===== src/rtl/vssd_pkg.sv =====
package vssd_pkg;

    localparam int VAL_W  = 32;
    localparam int POS_W  = 6;
    localparam int STAT_W = 3;
    localparam int CNT_W  = 7;
    localparam int ACT_W  = 2;

    localparam logic [ACT_W-1:0] ACT_PUSH   = 2'd0;
    localparam logic [ACT_W-1:0] ACT_REMOVE = 2'd1;
    localparam logic [ACT_W-1:0] ACT_DUMP   = 2'd2;

    localparam logic [STAT_W-1:0] STAT_STORED    = 3'd0;
    localparam logic [STAT_W-1:0] STAT_FULL      = 3'd1;
    localparam logic [STAT_W-1:0] STAT_REMOVED   = 3'd2;
    localparam logic [STAT_W-1:0] STAT_NOT_FOUND = 3'd3;
    localparam logic [STAT_W-1:0] STAT_SORTED    = 3'd4;

    typedef enum logic [2:0] {
        ST_IDLE,
        ST_RM_SCAN,
        ST_COPY,
        ST_SORT,
        ST_EMIT,
        ST_RESP
    } t_state;

endpackage


===== src/rtl/value_store_sorted_dump.sv =====
// Bounded store of signed 32-bit values, driven by one input stream and
// answered on one output stream.
// Input beat: tuser = action (0 push, 1 remove first equal, 2 dump sorted,
// 3 ignored), tdata = value. Output beat: tdata = value, position, count;
// tuser = status, empty-dump flag; tlast marks the final beat of an item.
// Entries sit in one single-port-read RAM in insertion order; a dump copies
// them into a second RAM and sorts there, so the store is left untouched.
// Per item:
//   push             stores the value unless full, one result
//   remove           one RAM walk that searches and shifts later entries
//                    down, skipped when empty, one result
//   dump             one result when empty, else a copy of the entries into
//                    the second RAM, then one pass per rank, each ending in
//                    one result
// A new item is taken only between items; a result may still sit in the
// output register when the next item is accepted.
// If the receiver stalls, the output register holds its beat and the block
// waits before producing the next one; nothing is dropped.
// Reset empties the store (count to zero) and clears any pending beat; the
// RAM contents are not cleared and need no clearing pass.
module value_store_sorted_dump #(
    parameter int DEPTH = 64
) (
    input  logic        i_clk,
    input  logic        i_rst_n,
    input  logic        i_s_axis_tvalid,
    output logic        o_s_axis_tready,
    input  logic [31:0] i_s_axis_tdata,   // [31:0] value
    input  logic [1:0]  i_s_axis_tuser,   // [1:0] action
    output logic        o_m_axis_tvalid,
    input  logic        i_m_axis_tready,
    output logic [47:0] o_m_axis_tdata,   // [31:0] result_value, [37:32] position,
                                          // [44:38] entry_count, zero above
    output logic [3:0]  o_m_axis_tuser,   // [2:0] status, [3] empty_dump
    output logic        o_m_axis_tlast
);
    import vssd_pkg::*;

    localparam int AW = $clog2(DEPTH);
    localparam int CW = $clog2(DEPTH + 1);

    logic signed [VAL_W-1:0] entry_ram [DEPTH];
    logic signed [VAL_W-1:0] work_ram  [DEPTH];

    t_state r_state, n_state;
    logic [CW-1:0] r_fill, n_fill;
    logic [CW-1:0] r_idx, n_idx;
    logic r_rd_vld, n_rd_vld;
    logic r_rd_first, n_rd_first;
    logic [AW-1:0] r_rd_idx, n_rd_idx;
    logic r_found, n_found;
    logic [AW-1:0] r_pos, n_pos;
    logic signed [VAL_W-1:0] r_cur, n_cur;
    logic [AW-1:0] r_rank, n_rank;
    logic signed [VAL_W-1:0] r_value, n_value;

    logic signed [VAL_W-1:0] r_res_val, n_res_val;
    logic [AW-1:0] r_res_pos, n_res_pos;
    logic [STAT_W-1:0] r_res_st, n_res_st;
    logic [CW-1:0] r_res_cnt, n_res_cnt;
    logic r_res_empty, n_res_empty;

    logic r_out_valid, n_out_valid;
    logic signed [VAL_W-1:0] r_out_val, n_out_val;
    logic [POS_W-1:0] r_out_pos, n_out_pos;
    logic [STAT_W-1:0] r_out_st, n_out_st;
    logic [CNT_W-1:0] r_out_cnt, n_out_cnt;
    logic r_out_empty, n_out_empty;
    logic r_out_last, n_out_last;

    logic signed [VAL_W-1:0] r_ent_q, r_work_q;

    logic ent_re, work_re, ent_we, work_we;
    logic [AW-1:0] ent_wa, work_wa;
    logic signed [VAL_W-1:0] ent_wd, work_wd;
    logic in_acc, out_free, rd_more;

    // RAMs: one write and one registered read per cycle each
    always_ff @(posedge i_clk) begin
        if (ent_we) begin
            entry_ram[ent_wa] <= ent_wd;
        end
        if (ent_re) begin
            r_ent_q <= entry_ram[r_idx[AW-1:0]];
        end
    end

    always_ff @(posedge i_clk) begin
        if (work_we) begin
            work_ram[work_wa] <= work_wd;
        end
        if (work_re) begin
            r_work_q <= work_ram[r_idx[AW-1:0]];
        end
    end

    always_ff @(posedge i_clk) begin
        if (!i_rst_n) begin
            r_state     <= ST_IDLE;
            r_fill      <= '0;
            r_rd_vld    <= 1'b0;
            r_out_valid <= 1'b0;
        end else begin
            r_state     <= n_state;
            r_fill      <= n_fill;
            r_rd_vld    <= n_rd_vld;
            r_out_valid <= n_out_valid;
        end
    end

    always_ff @(posedge i_clk) begin
        r_idx       <= n_idx;
        r_rd_first  <= n_rd_first;
        r_rd_idx    <= n_rd_idx;
        r_found     <= n_found;
        r_pos       <= n_pos;
        r_cur       <= n_cur;
        r_rank      <= n_rank;
        r_value     <= n_value;
        r_res_val   <= n_res_val;
        r_res_pos   <= n_res_pos;
        r_res_st    <= n_res_st;
        r_res_cnt   <= n_res_cnt;
        r_res_empty <= n_res_empty;
        r_out_val   <= n_out_val;
        r_out_pos   <= n_out_pos;
        r_out_st    <= n_out_st;
        r_out_cnt   <= n_out_cnt;
        r_out_empty <= n_out_empty;
        r_out_last  <= n_out_last;
    end

    always_comb begin
        n_state     = r_state;
        n_fill      = r_fill;
        n_idx       = r_idx;
        n_rd_vld    = 1'b0;
        n_rd_first  = r_rd_first;
        n_rd_idx    = r_rd_idx;
        n_found     = r_found;
        n_pos       = r_pos;
        n_cur       = r_cur;
        n_rank      = r_rank;
        n_value     = r_value;
        n_res_val   = r_res_val;
        n_res_pos   = r_res_pos;
        n_res_st    = r_res_st;
        n_res_cnt   = r_res_cnt;
        n_res_empty = r_res_empty;
        n_out_val   = r_out_val;
        n_out_pos   = r_out_pos;
        n_out_st    = r_out_st;
        n_out_cnt   = r_out_cnt;
        n_out_empty = r_out_empty;
        n_out_last  = r_out_last;

        ent_re  = 1'b0;
        work_re = 1'b0;
        ent_we  = 1'b0;
        work_we = 1'b0;
        ent_wa  = r_fill[AW-1:0];
        ent_wd  = r_value;
        work_wa = r_rd_idx;
        work_wd = r_ent_q;

        out_free = !r_out_valid || i_m_axis_tready;
        n_out_valid = r_out_valid && !i_m_axis_tready;
        o_s_axis_tready = (r_state == ST_IDLE);
        in_acc  = i_s_axis_tvalid && o_s_axis_tready;
        rd_more = (r_idx < r_fill);

        unique case (r_state)
            ST_IDLE: begin
                if (in_acc) begin
                    n_value = $signed(i_s_axis_tdata);
                    n_res_val = $signed(i_s_axis_tdata);
                    n_res_empty = 1'b0;
                    n_res_pos = '0;
                    n_idx = '0;
                    n_found = 1'b0;
                    unique case (i_s_axis_tuser)
                        ACT_PUSH: begin
                            if (r_fill < CW'(DEPTH)) begin
                                ent_we = 1'b1;
                                ent_wa = r_fill[AW-1:0];
                                ent_wd = $signed(i_s_axis_tdata);
                                n_fill = r_fill + CW'(1);
                                n_res_pos = r_fill[AW-1:0];
                                n_res_st = STAT_STORED;
                                n_res_cnt = r_fill + CW'(1);
                            end else begin
                                n_res_st = STAT_FULL;
                                n_res_cnt = r_fill;
                            end
                            n_state = ST_RESP;
                        end
                        ACT_REMOVE: begin
                            n_res_st = STAT_NOT_FOUND;
                            n_res_cnt = r_fill;
                            n_state = (r_fill == '0) ? ST_RESP : ST_RM_SCAN;
                        end
                        ACT_DUMP: begin
                            if (r_fill == '0) begin
                                n_res_val = '0;
                                n_res_st = STAT_SORTED;
                                n_res_cnt = '0;
                                n_res_empty = 1'b1;
                                n_state = ST_RESP;
                            end else begin
                                n_state = ST_COPY;
                            end
                        end
                        default: ;
                    endcase
                end
            end
            ST_RM_SCAN: begin
                if (rd_more) begin
                    ent_re = 1'b1;
                    n_rd_vld = 1'b1;
                    n_rd_idx = r_idx[AW-1:0];
                    n_idx = r_idx + CW'(1);
                end
                if (r_rd_vld) begin
                    if (r_found) begin
                        // close the gap behind the removed entry
                        ent_we = 1'b1;
                        ent_wa = r_rd_idx - AW'(1);
                        ent_wd = r_ent_q;
                    end else if (r_ent_q == r_value) begin
                        n_found = 1'b1;
                        n_pos = r_rd_idx;
                    end
                end
                if (!rd_more && !r_rd_vld) begin
                    if (r_found) begin
                        n_fill = r_fill - CW'(1);
                        n_res_st = STAT_REMOVED;
                        n_res_pos = r_pos;
                        n_res_cnt = r_fill - CW'(1);
                    end
                    n_state = ST_RESP;
                end
            end
            ST_COPY: begin
                if (rd_more) begin
                    ent_re = 1'b1;
                    n_rd_vld = 1'b1;
                    n_rd_idx = r_idx[AW-1:0];
                    n_idx = r_idx + CW'(1);
                end
                if (r_rd_vld) begin
                    work_we = 1'b1;
                    work_wa = r_rd_idx;
                    work_wd = r_ent_q;
                end
                if (!rd_more && !r_rd_vld) begin
                    n_rank = '0;
                    n_idx = '0;
                    n_rd_first = 1'b1;
                    n_state = ST_SORT;
                end
            end
            ST_SORT: begin
                // one exchange pass: r_cur ends up the smallest from rank on
                if (rd_more) begin
                    work_re = 1'b1;
                    n_rd_vld = 1'b1;
                    n_rd_idx = r_idx[AW-1:0];
                    n_idx = r_idx + CW'(1);
                end
                if (r_rd_vld) begin
                    n_rd_first = 1'b0;
                    if (r_rd_first) begin
                        n_cur = r_work_q;
                    end else if (r_cur > r_work_q) begin
                        work_we = 1'b1;
                        work_wa = r_rd_idx;
                        work_wd = r_cur;
                        n_cur = r_work_q;
                    end
                end
                if (!rd_more && !r_rd_vld) begin
                    n_state = ST_EMIT;
                end
            end
            ST_EMIT: begin
                if (out_free) begin
                    n_out_valid = 1'b1;
                    n_out_val = r_cur;
                    n_out_pos = POS_W'(r_rank);
                    n_out_st = STAT_SORTED;
                    n_out_cnt = CNT_W'(r_fill);
                    n_out_empty = 1'b0;
                    n_out_last = (CW'(r_rank) + CW'(1) == r_fill);
                    if (CW'(r_rank) + CW'(1) == r_fill) begin
                        n_state = ST_IDLE;
                    end else begin
                        n_rank = r_rank + AW'(1);
                        n_idx = CW'(r_rank) + CW'(1);
                        n_rd_first = 1'b1;
                        n_state = ST_SORT;
                    end
                end
            end
            ST_RESP: begin
                if (out_free) begin
                    n_out_valid = 1'b1;
                    n_out_val = r_res_val;
                    n_out_pos = POS_W'(r_res_pos);
                    n_out_st = r_res_st;
                    n_out_cnt = CNT_W'(r_res_cnt);
                    n_out_empty = r_res_empty;
                    n_out_last = 1'b1;
                    n_state = ST_IDLE;
                end
            end
            default: n_state = ST_IDLE;
        endcase
    end

    assign o_m_axis_tvalid = r_out_valid;
    assign o_m_axis_tdata  = {3'b000, r_out_cnt, r_out_pos, r_out_val};
    assign o_m_axis_tuser  = {r_out_empty, r_out_st};
    assign o_m_axis_tlast  = r_out_last;

endmodule


===== config.mk =====
export PLATFORM = sky130hd
export DESIGN_NAME = value_store_sorted_dump
export DESIGN_NICKNAME = d
export VERILOG_FILES = /design/src/rtl/vssd_pkg.sv /design/src/rtl/value_store_sorted_dump.sv
export SDC_FILE = /design/constraint.sdc
export NUM_CORES = 2
export LEC_CHECK = 0
export BUFFER_PORTS_ARGS = -buffer_cell sky130_fd_sc_hd__buf_4
export CAP_MARGIN = 20
export CORE_MARGIN = 8
export CORE_UTILIZATION = 41
export DETAILED_ROUTE_END_ITERATION = 16
export GPL_TIMING_DRIVEN = 1
export REMOVE_ABC_BUFFERS = 1
export SYNTH_ARGS = -nofsm -noshare
export SYNTH_HDL_FRONTEND = slang
export SYNTH_SLANG_ARGS = --single-unit
export TNS_END_PERCENT = 50

===== constraint.sdc =====
create_clock -name i_clk -period 7.3 [get_ports i_clk]
set_input_delay 1.825 -clock i_clk [delete_from_list [all_inputs] [get_ports i_clk]]
set_output_delay 1.825 -clock i_clk [all_outputs]
set_load 0.05 [all_outputs]

==> summary.md <==
| Metric | Value |
|---|---|
| Most common cell after layout, fill and taps aside | `edfxtp_1` |
| Largest net degree at the start of global routing | `113` |
| Library cells used by synthesis | `71` |
| Async SR Flop Fraction | `0%` |
| Total Wirelength | `493,000 microns` |
| Max Slew Vio Count | `0` |
| Max VDD drop | `0.300 mV` |
| CTS Hold Buffers Added | `0` |
| Clk buf depth | `4` |
| RSZ-0062 raised after global routing | `no` |
| Synth Flop Type | `edfxtp_1` |
| Total GRT Usage | `22.0%` |
| Synth Cell Area | `170,000 sq um` |
| Placed Area | `179,000 sq um` |
| DR iter-0 viols | `12,600` |
| Setup WS pre-CTS | `1.13 ns` |
| CP Cell Sequence | `or3b_1 > nor3_4 > buf_4 > nor2_1 > a21oi_1 > nand2_1 > nor2_4 > buf_4` |
| Startpoint types | `flop` |
| CP Class | `reg2reg` |
| Synth Warn # | `0` |
| Worst-Margin Slew | `1.31 ns` |
| Leakage dissipation | `59.4 nW` |
| Final setup margin | `1.92 ns` |
| First-pass GRT wire length | `679,000 microns` |
| Sequential fraction of the synthesis area | `77.1%` |
| Clk root buf | `clkbuf_16` |
| Drt drc | `0` |
| Detail Placement HPWL | `299,000 microns` |
| Full die area | `435,000 sq um` |
| Final setup fails | `0` |
| Remaining antenna violation count | `0` |
| Crit path buf inv count | `2` |
| Post-CTS Resized | `0` |
| Vias in the first global route | `83,500` |
| CTS sink cnt | `4,362` |
| Max incr delay on CP | `0.93 ns` |
| Initial Util | `41.1%` |
| Final RePlAce weighted congestion | `0.882` |
| Util after Layout | `46.6%` |
| Net count, final | `8,336` |
| Post-DR vias/cell | `6.08` |
| Syn-to-layout area delta | `13.4%` |
| Top-Level Pins | `93` |
| Min Tclk post-route | `5.38 ns` |
| DR vias | `85,800` |
| Tot Pwr | `75.9 mW` |
| Setup Fix Bufs, Post-CTS | `0` |
| 1st-pass router iterations | `6` |
| Wire per inst | `34.9 microns` |
| Req. time, crit path | `7.92 ns` |
| Outcome | `completed` |
| Remaining Overflow, GRT | `0` |
| Die height | `659 microns` |
| Cell family with most CP delay | `simple AND/OR/NAND/NOR gates` |
| Post-route clock period utilization | `73.6%` |
| Fin. Hold Viols | `0` |
| CP Max Fanout | `44` |
| Max_cap viols | `0` |
| # rows | `236` |
| Total number of H-tree levels | `5` |
| CTS buffer count | `432` |
| CP Capture Type | `flop` |
| Final Instance Area | `193,000 sq um` |
| EDFF count, synth | `4,350` |
| Initial antenna violation count | `65` |
| Setup TNS | `0 ns` |
| Core Area | `413,000 sq um` |
| Achievable Freq | `186 MHz` |
| Most frequent cells in the layout | `4,350 x edfxtp_1, 935 x mux4_2, 452 x mux2i_1` |
| Worst Path Arrival | `6.00 ns` |
| Clk slew on worst S/H paths | `0.07 ns` |
| CTS tree | `done` |
| Worst skew pair latency | `1.01 ns` |
| Hold Crit Class | `reg2reg` |
| Clock skew | `0.0766 ns` |
| Syn Area/Cell | `21.6 sq um` |
| #FFs+latches synth | `4,362` |
| Pwr Density | `394 nW/um^2` |
| Port Buf Inserts | `89` |
| Most frequent CP cell | `buf_4` |
| Die width | `659 microns` |
| Relative slew margins | `12.5%` |
| Post-synthesis cell count | `7,856` |
| Share of cells above drive strength 1 | `25.8%` |
| Crit path max-delay cell type | `nor2_4` |
## worst reg2reg max path, delay by kind of cell (launching register included)
| family | cells | cell delay, ns |
|---|---|---|
| buffers and inverters | 2 | 0.90 |
| AOI/OAI and AO/OA | 1 | 0.32 |
| and+or+nand+nor | 5 | 2.93 |
| DFF | 1 | 0.90 |
## report_power, final
group / switching, mW / internal (mW) / total [mW]
logic: 15.6 / 7.19 / 22.8
registers: 0.496 / 30.8 / 31.3
clock network: 9.55 / 12.3 / 21.9
## per-stage QoR
step / std cells / hold slack (ns)
after CTS: 14100 / 0.441
final: 14100 / 0.438
after global placement: 13300 / 0.436
after floorplan: 7411 / 0.426
after global routing: 14100 / 0.460
after detailed placement: 13300 / 0.434
## cell type report
cell class              count  area [sq um]
clock buffers             524         11200
diodes                     23          57.6
inverters                  55           215
repair buffers            406          3530
multi-input cells        2994         37200
well taps                5474          6850
flip-flops and latches   4362        131000
fillers                 33800        220000
clock inverters           272          2580
## synthesized netlist by cell type (all sizes together), types with 3 or more instances
| cell | n | area share (%) |
|---|---|---|
| a211o | 9 | 0.046 |
| a211oi | 71 | 0.31 |
| a21o | 12 | 0.053 |
| a21oi | 150 | 0.44 |
| a221o | 10 | 0.059 |
| a221oi | 19 | 0.098 |
| a22oi | 43 | 0.19 |
| a31oi | 3 | 0.011 |
| and2 | 42 | 0.15 |
| and3 | 8 | 0.029 |
| buf | 252 | 1.1 |
| clkbuf | 195 | 0.43 |
| dfxtp | 12 | 0.14 |
| edfxtp | 4350 | 77 |
| ha | 47 | 0.35 |
| inv | 54 | 0.12 |
| mux2 | 80 | 0.60 |
| mux2i | 452 | 2.7 |
| mux4 | 935 | 12 |
| nand2 | 214 | 0.47 |
| nand2b | 12 | 0.044 |
| nand3 | 25 | 0.074 |
| nand3b | 6 | 0.027 |
| nand4 | 19 | 0.070 |
| nor2 | 164 | 0.36 |
| nor2b | 8 | 0.029 |
| nor3 | 75 | 0.22 |
| nor3b | 3 | 0.013 |
| nor4 | 20 | 0.081 |
| o211a | 4 | 0.024 |
| o211ai | 16 | 0.071 |
| o21a | 7 | 0.031 |
| o21ai | 119 | 0.35 |
| o221ai | 192 | 0.99 |
| o22ai | 125 | 0.46 |
| o32ai | 10 | 0.052 |
| or2 | 6 | 0.022 |
| or3 | 5 | 0.018 |
| or3b | 3 | 0.015 |
| xnor2 | 50 | 0.26 |
| xor2 | 8 | 0.041 |
## path summary, 6_finish.rpt
kind	startpoint	endpoint	slack, ns	depth (start not counted)
setup / recovery	r_state[0]	entry_ram[36][0]	1.92	8
hold reg to reg	r_work_q[7]	r_cur[7]	0.44	0
setup reg to reg	r_state[0]	entry_ram[36][0]	1.92	8
hold / removal	r_work_q[7]	r_cur[7]	0.44	0
## sequential cells by signal (all words and copies together), names as in the netlist, 32 cells and up
register and cells:
entry_ram 2048, r_work_q 32, r_ent_q 32, r_value 32, work_ram 2048, r_out_val 32, r_res_val 32, r_cur 32
## kinds of logic after synthesis
family | synth area share (%)
buffers and inverters | 1.65
DFF | 77.1
other | 0.00221
and+or+nand+nor | 1.66
AOI/OAI and AO/OA | 3.27
xor gates and xnor gates | 0.313
muxes | 15.7
adders and majority gates | 0.346
## routing by layer
layer	part of all wire, %	global-route usage, %	routed length, microns	vias up
li1	-	-	-	34100
met1	39	30.7	194000	46200
met2	46	34.1	229000	4685
met3	9.5	4.30	46700	803
met4	4.8	9.46	23500	6
met5	0.0089	0	44	-
No activity file was read; power rests on OpenSTA's default activity.
